$ cat src/hdl/msp_pkg.sv
// Shared types, codes and defaults of the mirror session packet disposition block.
`default_nettype none

package msp_pkg;

    localparam int SESSION_COUNT_DEF = 32768;
    localparam int QUEUE_DEPTH_DEF   = 2;
    localparam logic [8:0] RECIRC_PORT_RESET = 9'd510;

    localparam logic [2:0] CMD_ADD      = 3'd0;
    localparam logic [2:0] CMD_DELETE   = 3'd1;
    localparam logic [2:0] CMD_QUERY    = 3'd2;
    localparam logic [2:0] CMD_INGRESS  = 3'd3;
    localparam logic [2:0] CMD_EGRESS   = 3'd4;

    typedef enum logic [3:0] {
        ACT_STATUS      = 4'd0,
        ACT_CLONE_GROUP = 4'd1,
        ACT_CLONE_PORT  = 4'd2,
        ACT_DROP        = 4'd3,
        ACT_RESUBMIT    = 4'd4,
        ACT_MULTICAST   = 4'd5,
        ACT_UNICAST     = 4'd6,
        ACT_RECIRCULATE = 4'd7,
        ACT_TRANSMIT    = 4'd8
    } t_action;

    typedef enum logic [2:0] {
        PATH_NONE        = 3'd0,
        PATH_UNICAST     = 3'd1,
        PATH_MULTICAST   = 3'd2,
        PATH_CLONE_I2E   = 3'd3,
        PATH_CLONE_E2E   = 3'd4,
        PATH_RESUBMIT    = 3'd5,
        PATH_RECIRCULATE = 3'd6
    } t_path;

    typedef enum logic [1:0] {
        OP_STATUS  = 2'd0,
        OP_QUERY   = 2'd1,
        OP_INGRESS = 2'd2,
        OP_EGRESS  = 2'd3
    } t_op;

    typedef struct packed {
        logic        conf;
        logic        group_valid;
        logic [15:0] group;
        logic        port_valid;
        logic [8:0]  port;
    } t_entry;

    typedef struct packed {
        logic [2:0]  command;
        logic [15:0] session_id;
        logic        new_group_valid;
        logic [15:0] new_group;
        logic        new_port_valid;
        logic [8:0]  new_port;
        logic        clone_flag;
        logic        drop_flag;
        logic        resubmit_flag;
        logic [15:0] mcast_group;
        logic [8:0]  packet_port;
        logic [7:0]  service_class;
    } t_item;

    typedef struct packed {
        t_op         op;
        logic        success;
        logic        group_valid;
        logic [15:0] group;
        logic        port_valid;
        logic [8:0]  port;
        logic        clone_g;
        logic        clone_p;
        logic        drop;
        logic        resub;
        logic [15:0] mgrp;
        logic [8:0]  pport;
        logic [7:0]  cls;
    } t_job;

    typedef struct packed {
        t_action     action;
        logic        success;
        logic        group_valid;
        logic [15:0] group;
        logic        port_valid;
        logic [8:0]  port;
        t_path       path;
        logic [7:0]  class_out;
        logic        last;
    } t_result;

endpackage

`default_nettype wire

$ cat src/hdl/msp_queue.sv
// Short job queue between the front end and the result sequencer.
`default_nettype none

module msp_queue #(
    parameter int DEPTH = msp_pkg::QUEUE_DEPTH_DEF,
    parameter int W     = 1
) (
    input  wire logic         i_clk,
    input  wire logic         i_rst_n,
    input  wire logic         i_push,
    input  wire logic [W-1:0] i_data,
    output logic              o_full,
    input  wire logic         i_pop,
    output logic              o_empty,
    output logic [W-1:0]      o_data
);
    localparam int PW = (DEPTH > 1) ? $clog2(DEPTH) : 1;
    localparam int CW = $clog2(DEPTH + 1);

    logic [W-1:0]  r_mem [DEPTH];
    logic [PW-1:0] r_wr_ptr;
    logic [PW-1:0] r_rd_ptr;
    logic [CW-1:0] r_count;
    logic          do_push;
    logic          do_pop;

    assign o_full  = (r_count == CW'(DEPTH));
    assign o_empty = (r_count == '0);
    assign o_data  = r_mem[r_rd_ptr];
    assign do_push = i_push && !o_full;
    assign do_pop  = i_pop && !o_empty;

    always_ff @(posedge i_clk) begin
        if (!i_rst_n) begin
            r_wr_ptr <= '0;
            r_rd_ptr <= '0;
            r_count  <= '0;
        end else begin
            if (do_push) begin
                r_wr_ptr <= (r_wr_ptr == PW'(DEPTH - 1)) ? '0 : r_wr_ptr + 1'b1;
            end
            if (do_pop) begin
                r_rd_ptr <= (r_rd_ptr == PW'(DEPTH - 1)) ? '0 : r_rd_ptr + 1'b1;
            end
            if (do_push && !do_pop) begin
                r_count <= r_count + 1'b1;
            end else if (do_pop && !do_push) begin
                r_count <= r_count - 1'b1;
            end
        end
    end

    always_ff @(posedge i_clk) begin
        if (do_push) r_mem[r_wr_ptr] <= i_data;
    end

endmodule

`default_nettype wire

$ cat config.mk
export PLATFORM = sky130hd
export DESIGN_NAME = msp_queue
export DESIGN_NICKNAME = d
export VERILOG_FILES = /design/src/hdl/msp_pkg.sv /design/src/hdl/msp_queue.sv
export SDC_FILE = /design/constraint.sdc
export NUM_CORES = 1
export LEC_CHECK = 0
export ABC_AREA = 1
export ABC_CLOCK_PERIOD_IN_PS = 1900
export BUFFER_PORTS_ARGS = -buffer_cell sky130_fd_sc_hd__buf_2
export CAP_MARGIN = 20
export CORE_AREA = 5 5 42 44
export CTS_BUF_LIST = sky130_fd_sc_hd__clkbuf_16
export DETAILED_ROUTE_END_ITERATION = 8
export DIE_AREA = 0 0 47 49
export SYNTH_ARGS = -nofsm -noshare
export SYNTH_HDL_FRONTEND = slang
export SYNTH_SLANG_ARGS = --single-unit
export TNS_END_PERCENT = 10
$ cat constraint.sdc
create_clock -name i_clk -period 1.9 [get_ports i_clk]
set_input_delay 0.285 -clock i_clk [delete_from_list [all_inputs] [get_ports i_clk]]
set_output_delay 0.285 -clock i_clk [all_outputs]
set_load 0.01 [all_outputs]
==> run metrics <==
outcome finished clean; Fin Clk Skew approximately 0.001 ns; max-cap viol count 0; CTS Hold Bufs 0; final std cells w/o fill around 70; CTS tree done; clock root buffer clkbuf_16; final WL about 550 µm; Simple-Gate Fraction of Synth Area 0.2431; Layout Utilization 0.3232; gr busiest metal met2; Layout area overhead 41.96%; Mapped Cells approximately 40; setup TNS 0 ns; H-tree depth 1; Slew Viols, Final 0; std cell rows 14; DRC violations left 0; Num CTS Buffers 3; Post-CTS Setup Bufs 0; io pins 8; post-route setup slack 0.5136 ns; RSZ-0062 raised after global routing false; DP Cell Count 64; Yosys cell types 14; clk_lat worst skew around 0.23 ns; clock buffer depth 2; via-per-instance ratio 3.853; RD Place Congestion between 0.7 and 0.8; hold crit path type primary input to flip-flop; die area roughly 2300 µm²; Post-Synth Adder-Cell Area 0.03922; crit path DAT 1.55 ns; DR WL/cell a little over 8 µm; VDD IR max 0.6102 mV; CP Capture Type flip-flop; Core ar. between 1000 and 1500 µm²; worst path bufs/invs 3; clk sinks 7; diode count 0; Worst slew margin 0.8695; via count of the routed design 262; worst-path cell chain nor2_1 -> nor2_2 -> inv_1 -> ha_1 -> inv_1 -> nand3_1 -> nand2_1 -> inv_1 -> nor2_1; placed cell areas around 370 µm²; GRT Overall Usage 0.06347; net count reported at finish 59; fin crit period ~1.4 ns; met3 global-route usage 0.02583; GRT met2 Usage 0.08145; most used cell, CP inv_1; Worst-path clk slew around 0.040 ns; Seq/Total Area, Yosys 0.5020; initial antenna violation count 0; syn nets 47; f_max a little over 700 MHz; Slew @ Worst Pin around 0.2 ns; Pleak roughly 0.22 nW; CP max FO 5; met1 track demand over resource 0.07726; first drt pass iteration count 4; CP startpoint r_count[0]; share of post-route cells with drive strength above 1 0.2692; Fin. Hold Viols 0; Initial Util 0.2277; pin count of the biggest net entering global routing 6; hold path start i_data; Avg Inst Size Synth between 7 and 8 µm²; post-cts gate resize count 0; Top Family by Delay on Critical Path simple AND/OR/NAND/NOR gates; Die Span Y between 40 and 50 µm; Cell Area, Synth ~320 µm²; Place WS about 0.51 ns; post-DP HPWL between 400 and 500 µm; WHS between 0.2 and 0.25 ns; Reg2Reg Launch Point r_count[0]; remaining global-route overflow 0; Startpoint Class flip-flop; CP max stage delay about 0.41 ns; power per cell area approximately 1800 nW/µm²; worst path required time 2.07 ns; Synth Area in Compound Gates 0.07451; YS warnings 0; mux share of post-synthesis cell area 0.03529; largest family of logic cells by synthesized area simple AND/OR/NAND/NOR gates; crit path max-delay cell type dfxtp_1; fraction of synthesized cell area in xor and xnor cells 0; post-synthesis register bit count 7; number of global-route vias before repair 267; kind of critical path flip-flop to flip-flop; final period utilization 0.7297; First DRT Iteration DRCs 7; Routed Antenna Nets 0; post-route cell area roughly 450 µm²; die width approximately 47 µm; Final setup viols 0; Tot Pwr just over 0.8 mW; first-pass GRT wire length around 1 mm; PortBufs 7
-- layout by cell type, fill, tap and decap left out --
master,synthesis,layout
o21ai_2,1,1
nand4_1,1,1
mux2_2,1,1
nand3_1,1,1
inv_1,8,9
buf_2,0,7
a21oi_1,1,1
clkbuf_16,0,3
edfxtp_1,2,2
inv_2,1,1
nor2_2,1,1
nor2_1,10,10
dfxtp_1,5,5
ha_1,1,1
nand2_1,6,6
o21ai_0,2,2
-- cells in the mapped netlist --
| cell | count | share of area |
|---|---|---|
| o21ai_2 | 1 | 0.027 |
| mux2_2 | 1 | 0.035 |
| nor2_1 | 10 | 0.12 |
| edfxtp_1 | 2 | 0.19 |
| nand2_1 | 6 | 0.071 |
| nor2_2 | 1 | 0.020 |
| nand3_1 | 1 | 0.016 |
| inv_2 | 1 | 0.012 |
| a21oi_1 | 1 | 0.016 |
| o21ai_0 | 2 | 0.031 |
| dfxtp_1 | 5 | 0.31 |
| ha_1 | 1 | 0.039 |
| inv_1 | 8 | 0.094 |
| nand4_1 | 1 | 0.020 |
-- final timing paths --
path,to,slack (ns),cells past startpoint
max reg2reg,r_count[1],0.51,9
min reg2reg,flip-flop,0.50,2
max,r_count[1],0.51,9
min,r_mem[1],0.25,1
-- area by class of cell --
type / instances / area (µm²)
tap: 16 / 20.02
inverter: 9 / 33.78
multi-input combinational: 25 / 125.1
timing repair buffer: 7 / 35.03
clock buffer: 3 / 75.07
sequential: 7 / 160.2
fill: 156 / 948.4
clock inverter: 1 / 3.754
-- kinds of logic (layout without fill, tap and decap cells) --
logic type               Yosys count  after routing
AND/OR/NAND/NOR                   19             19
AO/OA/AOI/OAI                      4              4
flip-flops                         7              7
adder cells (fa/ha/maj)            1              1
multiplexers                       1              1
buffers and inverters              9             20
-- per-layer routing --
metal  share of wire  vias to the layer above  wire length (µm)
li1                -                      147                 -
met1            0.46                      109               255
met2            0.46                        6               253
met3           0.081                        0                45
met4               0                        0                 0
met5               0                        -                 0
-- power breakdown --
group,switching [mW],internal [mW]
clock,0.0810,0.274
combinational,0.133,0.0891
sequential,0.0302,0.198
-- worst reg2reg max path: cells and delay by family (launching register included) --
kind | cells | cell delay, ns
DFF | 1 | 0.41
and+or+nand+nor | 5 | 0.43
buffers and inverters | 3 | 0.17
adders and majority gates | 1 | 0.32
Power figures use the tool's default switching activity.
