**src/hdl/msp_pkg.sv**
```systemverilog
// Shared types, codes and defaults of the mirror session packet disposition block.
`default_nettype none

package msp_pkg;

    localparam int SESSION_COUNT_DEF = 32768;
    localparam int QUEUE_DEPTH_DEF   = 2;
    localparam logic [8:0] RECIRC_PORT_RESET = 9'd510;

    localparam logic [2:0] CMD_ADD      = 3'd0;
    localparam logic [2:0] CMD_DELETE   = 3'd1;
    localparam logic [2:0] CMD_QUERY    = 3'd2;
    localparam logic [2:0] CMD_INGRESS  = 3'd3;
    localparam logic [2:0] CMD_EGRESS   = 3'd4;

    typedef enum logic [3:0] {
        ACT_STATUS      = 4'd0,
        ACT_CLONE_GROUP = 4'd1,
        ACT_CLONE_PORT  = 4'd2,
        ACT_DROP        = 4'd3,
        ACT_RESUBMIT    = 4'd4,
        ACT_MULTICAST   = 4'd5,
        ACT_UNICAST     = 4'd6,
        ACT_RECIRCULATE = 4'd7,
        ACT_TRANSMIT    = 4'd8
    } t_action;

    typedef enum logic [2:0] {
        PATH_NONE        = 3'd0,
        PATH_UNICAST     = 3'd1,
        PATH_MULTICAST   = 3'd2,
        PATH_CLONE_I2E   = 3'd3,
        PATH_CLONE_E2E   = 3'd4,
        PATH_RESUBMIT    = 3'd5,
        PATH_RECIRCULATE = 3'd6
    } t_path;

    typedef enum logic [1:0] {
        OP_STATUS  = 2'd0,
        OP_QUERY   = 2'd1,
        OP_INGRESS = 2'd2,
        OP_EGRESS  = 2'd3
    } t_op;

    typedef struct packed {
        logic        conf;
        logic        group_valid;
        logic [15:0] group;
        logic        port_valid;
        logic [8:0]  port;
    } t_entry;

    typedef struct packed {
        logic [2:0]  command;
        logic [15:0] session_id;
        logic        new_group_valid;
        logic [15:0] new_group;
        logic        new_port_valid;
        logic [8:0]  new_port;
        logic        clone_flag;
        logic        drop_flag;
        logic        resubmit_flag;
        logic [15:0] mcast_group;
        logic [8:0]  packet_port;
        logic [7:0]  service_class;
    } t_item;

    typedef struct packed {
        t_op         op;
        logic        success;
        logic        group_valid;
        logic [15:0] group;
        logic        port_valid;
        logic [8:0]  port;
        logic        clone_g;
        logic        clone_p;
        logic        drop;
        logic        resub;
        logic [15:0] mgrp;
        logic [8:0]  pport;
        logic [7:0]  cls;
    } t_job;

    typedef struct packed {
        t_action     action;
        logic        success;
        logic        group_valid;
        logic [15:0] group;
        logic        port_valid;
        logic [8:0]  port;
        t_path       path;
        logic [7:0]  class_out;
        logic        last;
    } t_result;

endpackage

`default_nettype wire

```
**src/hdl/msp_back.sv**
```systemverilog
// Back end: recirculate port register and sequencing of clone copies and verdicts.
`default_nettype none

module msp_back (
    input  wire logic          i_clk,
    input  wire logic          i_rst_n,
    input  wire logic          i_cfg_valid,
    input  wire logic [8:0]    i_cfg_data,
    output logic               o_cfg_ready,
    input  wire logic          i_q_empty,
    input  wire msp_pkg::t_job i_job,
    output logic               o_q_pop,
    output logic               o_empty,
    input  wire logic          i_pop,
    output msp_pkg::t_result   o_result
);
    import msp_pkg::*;

    logic [8:0] r_recirc_port;
    logic       r_done_g;
    logic       r_done_p;
    logic       r_out_valid;
    t_result    r_out;
    t_result    n_out;
    logic       cur_g;
    logic       cur_p;
    logic       load;
    t_path      clone_path;

    assign o_cfg_ready = 1'b1;
    assign o_empty     = !r_out_valid;
    assign o_result    = r_out;
    assign cur_g       = i_job.clone_g && !r_done_g;
    assign cur_p       = i_job.clone_p && !r_done_p && !cur_g;
    assign load        = !i_q_empty && (!r_out_valid || i_pop);
    assign o_q_pop     = load && !cur_g && !cur_p;
    assign clone_path  = (i_job.op == OP_INGRESS) ? PATH_CLONE_I2E : PATH_CLONE_E2E;

    always_comb begin
        n_out        = '0;
        n_out.action = ACT_STATUS;
        n_out.path   = PATH_NONE;
        if (cur_g) begin
            n_out.action = ACT_CLONE_GROUP;
            n_out.group  = i_job.group;
            n_out.path   = clone_path;
        end else if (cur_p) begin
            n_out.action = ACT_CLONE_PORT;
            n_out.port   = i_job.port;
            n_out.path   = clone_path;
        end else begin
            n_out.last = 1'b1;
            case (i_job.op)
                OP_STATUS: begin
                    n_out.success = i_job.success;
                end
                OP_QUERY: begin
                    n_out.success     = i_job.success;
                    n_out.group_valid = i_job.group_valid;
                    n_out.group       = i_job.group;
                    n_out.port_valid  = i_job.port_valid;
                    n_out.port        = i_job.port;
                end
                OP_INGRESS: begin
                    if (i_job.drop) begin
                        n_out.action = ACT_DROP;
                    end else if (i_job.resub) begin
                        n_out.action = ACT_RESUBMIT;
                        n_out.path   = PATH_RESUBMIT;
                    end else if (i_job.mgrp != '0) begin
                        n_out.action    = ACT_MULTICAST;
                        n_out.group     = i_job.mgrp;
                        n_out.path      = PATH_MULTICAST;
                        n_out.class_out = i_job.cls;
                    end else begin
                        n_out.action    = ACT_UNICAST;
                        n_out.port      = i_job.pport;
                        n_out.path      = PATH_UNICAST;
                        n_out.class_out = i_job.cls;
                    end
                end
                OP_EGRESS: begin
                    if (i_job.drop) begin
                        n_out.action = ACT_DROP;
                    end else if (i_job.pport == r_recirc_port) begin
                        n_out.action = ACT_RECIRCULATE;
                        n_out.port   = i_job.pport;
                        n_out.path   = PATH_RECIRCULATE;
                    end else begin
                        n_out.action    = ACT_TRANSMIT;
                        n_out.port      = i_job.pport;
                        n_out.class_out = i_job.cls;
                    end
                end
                default: begin
                    n_out.success = 1'b0;
                end
            endcase
        end
    end

    always_ff @(posedge i_clk) begin
        if (!i_rst_n) begin
            r_recirc_port <= RECIRC_PORT_RESET;
            r_done_g      <= 1'b0;
            r_done_p      <= 1'b0;
            r_out_valid   <= 1'b0;
        end else begin
            if (i_cfg_valid) r_recirc_port <= i_cfg_data;
            if (load) begin
                r_out_valid <= 1'b1;
                if (cur_g) begin
                    r_done_g <= 1'b1;
                end else if (cur_p) begin
                    r_done_p <= 1'b1;
                end else begin
                    r_done_g <= 1'b0;
                    r_done_p <= 1'b0;
                end
            end else if (i_pop) begin
                r_out_valid <= 1'b0;
            end
        end
    end

    always_ff @(posedge i_clk) begin
        if (load) r_out <= n_out;
    end

`ifndef SYNTHESIS
    a_done_needs_job: assert property (@(posedge i_clk) disable iff (!i_rst_n)
        (r_done_g || r_done_p) |-> !i_q_empty)
        else $error("clone progress held without a queued job");
    a_done_p_clone: assert property (@(posedge i_clk) disable iff (!i_rst_n)
        r_done_p |-> i_job.clone_p)
        else $error("port clone marked done for a job without one");
    a_pop_is_last: assert property (@(posedge i_clk) disable iff (!i_rst_n)
        o_q_pop |=> (r_out_valid && r_out.last))
        else $error("job retired without a final beat");
`endif

endmodule

`default_nettype wire

```
**config.mk**
```make
export PLATFORM = sky130hd
export DESIGN_NAME = msp_back
export DESIGN_NICKNAME = d
export VERILOG_FILES = /design/src/hdl/msp_pkg.sv /design/src/hdl/msp_back.sv
export SDC_FILE = /design/constraint.sdc
export NUM_CORES = 1
export LEC_CHECK = 0
export ABC_AREA = 1
export CAP_MARGIN = 20
export CORE_AREA = 2 2 108 110
export DETAILED_ROUTE_END_ITERATION = 10
export DIE_AREA = 0 0 110 112
export DONT_BUFFER_PORTS = 1
export HOLD_SLACK_MARGIN = 0.15
export SYNTH_ARGS = -nofsm -noshare
export SYNTH_HDL_FRONTEND = slang
export SYNTH_SLANG_ARGS = --single-unit
```
**constraint.sdc**
```tcl
create_clock -name i_clk -period 7.65 [get_ports i_clk]
set_input_delay 0.3825 -clock i_clk [delete_from_list [all_inputs] [get_ports i_clk]]
set_output_delay 0.3825 -clock i_clk [all_outputs]
set_load 0.1 [all_outputs]
```
==> metrics.cfg <==
[run_status]
status = completed

[power]
p_seq_frac = 0.603
ir_drop_mv = 0.0842
pwr-share-comb = 0.091
swShare = 0.353
p_clk_frac = 0.307
power_density_nw_per_um2 = 262
p_leak_nw = 1.12
power_switching_w = 0.000281
power_w = 0.000796
p_int_w = 0.000515

[synthesis]
synth_cell_types = 27
synth_cells = 297
synth_seq_area_share = 0.569
synth.net_count = 383
syn_area_sq_um = 2740
ys_warn_count = 0
synth-seq-cells = 56
syn_area_per_cell_sq_um = 9.24

[setup_path]
cp_max_fo = 47
rr_endpoint = r_done_g
r2r_start = r_out_valid
critPathKind = flop to output port
worstSetupEndpoint = o_q_pop
crit_start = r_out_valid
startpoint_type = flop
critPathCaptureType = output port
required_ps = 7270
arrival_ps = 2320
reg2regPathDepth = 5
r2r_slack_ps = 5880

[route]
drt-wirelength-per-cell_um = 16.5
met2_length_mm = 3.60
routed_wl_mm = 7.24
vias = 2005
ant_nets = 0
firstDrtPassIters = 4
top_layer = met4
viasPerCell = 4.56
wl_met3_um = 781
drc_errors = 0
dr.first_iter.drc_count = 177
wl_met1_mm = 2.79

[cts]
cts_tree = done
post_cts_buffers = 0
cts_hold_buffers = 0
clk_latency_ps = 300
clkSinkCount = 56
path_clk_slew_ps = 70
ctsHtreeMaxLevel = 2
cts_made_buffers = 5
cts_resized = 0
clock_tree.root_cell = clkbuf_16
clockBufferDepth = 2

[die]
top_level_ports = 128
start_util = 0.246
placementRows = 39
dieWidth_um = 110
die_h_um = 112
dieArea_sq_um = 12300
core_sq_um = 11200

[sta]
finalSetupViolCount = 0
relSlewSlack = 0.296
fin_crit_ps = 2710
finalSetupTns_ps = 0
rsz0062_at_grt = no
timing_worst_slew_pin_value_ps = 1050
drv_slew = 0
fin_crit_sh = 0.354
timing.hold.ws_ps = 172
max_freq_ghz = 0.370
hold_viol_final = 0
fin_skew_ps = 7.06

[job]
drv_cap = 0

[cells_and_area]
layout-drive-gt1-share = 0.0774
post-route-util = 0.272
layout_common_cells = nand2_1 (75), edfxtp_1 (44), inv_1 (29)
design_area_sq_um = 3030
n_antenna_cell = 0
num-nets-final = 382
area_growth_pct = 10.6
layout_commonest_cell = nand2_1

[global_route]
grt_first_pass_wirelength_mm = 11.0
grtUsageTotal = 0.119
antenna_found_initial = 0
grt_max_degree = 48
grt_pass1_vias = 2050
grt_overflow_total = 0

[placement]
place_area_sq_um = 2880
gp_congestion = 0.778
port_buffers = 0
dp_hpwl_mm = 5.66

[min_path]
holdCritPathClass = input port to flop

metal layers:
layer | up-vias | track usage
met5 | - | 0
met4 | 0 | 0.0278
met3 | 5 | 0.0556
met2 | 95 | 0.207
met1 | 914 | 0.130
li1 | 991 | -
how the worst min path moves through the flow:
stage | start | endpoint | slack [ps] | cells past startpoint
global route | i_rst_n | r_recirc_port[7] | 160 | 1
floorplan | r_done_g | r_done_g | 430 | 2
CTS | i_rst_n | r_recirc_port[4] | 160 | 1
global placement | r_done_g | r_done_g | 440 | 2
finish | i_rst_n | r_recirc_port[5] | 170 | 1
detailed placement | r_done_g | r_done_g | 450 | 2
cell usage after synthesis (all sizes together):
library cell | number | area share
buf | 7 | 0.021
clkbuf | 2 | 0.0027
dfxtp | 12 | 0.088
o21ai | 41 | 0.075
a21oi | 19 | 0.039
nor2 | 21 | 0.033
o22ai | 9 | 0.021
conb | 1 | 0.0014
inv | 33 | 0.046
edfxtp | 44 | 0.48
nor3b | 2 | 0.0055
clkinv | 1 | 0.0014
a31oi | 1 | 0.0023
ha | 5 | 0.023
xnor2 | 7 | 0.022
nand3 | 12 | 0.022
nand2 | 80 | 0.12
registers in the layout, indices dropped and copies added, names as in the netlist:
| register | cells |
|---|---|
| r_recirc_port | 9 |
| r_out_valid | 1 |
| r_done_p | 1 |
| o_result | 44 |
| r_done_g | 1 |
critical path: stages (launching register included):
cell     delay, ps
dfxtp_1        350
a21oi_4        140
buf_4          510
inv_1          150
nor2_2         830
power by group through the flow:
| stage | sequential [W] | clock [W] | combinational (W) |
|---|---|---|---|
| 5_1_grt | 0.000482 | 0.000265 | 0.0000816 |
| 3_3_place_gp | 0.000487 | 0 | 0.0000710 |
| 2_1_floorplan | 0.000483 | 0 | 0.0000616 |
| 6_report | 0.000480 | 0.000244 | 0.0000721 |
| 3_5_place_dp | 0.000487 | 0 | 0.0000731 |
| 4_1_cts | 0.000480 | 0.000255 | 0.0000734 |
area by class of cell:
| class | count | area, sq um |
|---|---|---|
| well taps | 143 | 179 |
| clock buffers | 8 | 156 |
| fillers | 1184 | 8140 |
| multi-input cells | 198 | 1000 |
| flip-flops and latches | 56 | 1560 |
| repair buffers | 1 | 7.51 |
| inverters | 34 | 130 |
logic make-up after synthesis:
family	count (synthesis)	share of synthesized area
simple gates	115	0.176
compound gates	70	0.136
buf+inv	43	0.0716
flops	56	0.569
xor+xnor	7	0.0223
other cells	1	0.00137
fa+ha+maj	5	0.0228
metrics by stage:
stage | worst slack (ps) | std cells
after floorplan | 3060 | 297
after global placement | 5240 | 432
after detailed placement | 5190 | 432
after CTS | 4930 | 440
after global routing | 4820 | 440
final | 4940 | 440
(Power assumes the default switching activity.)
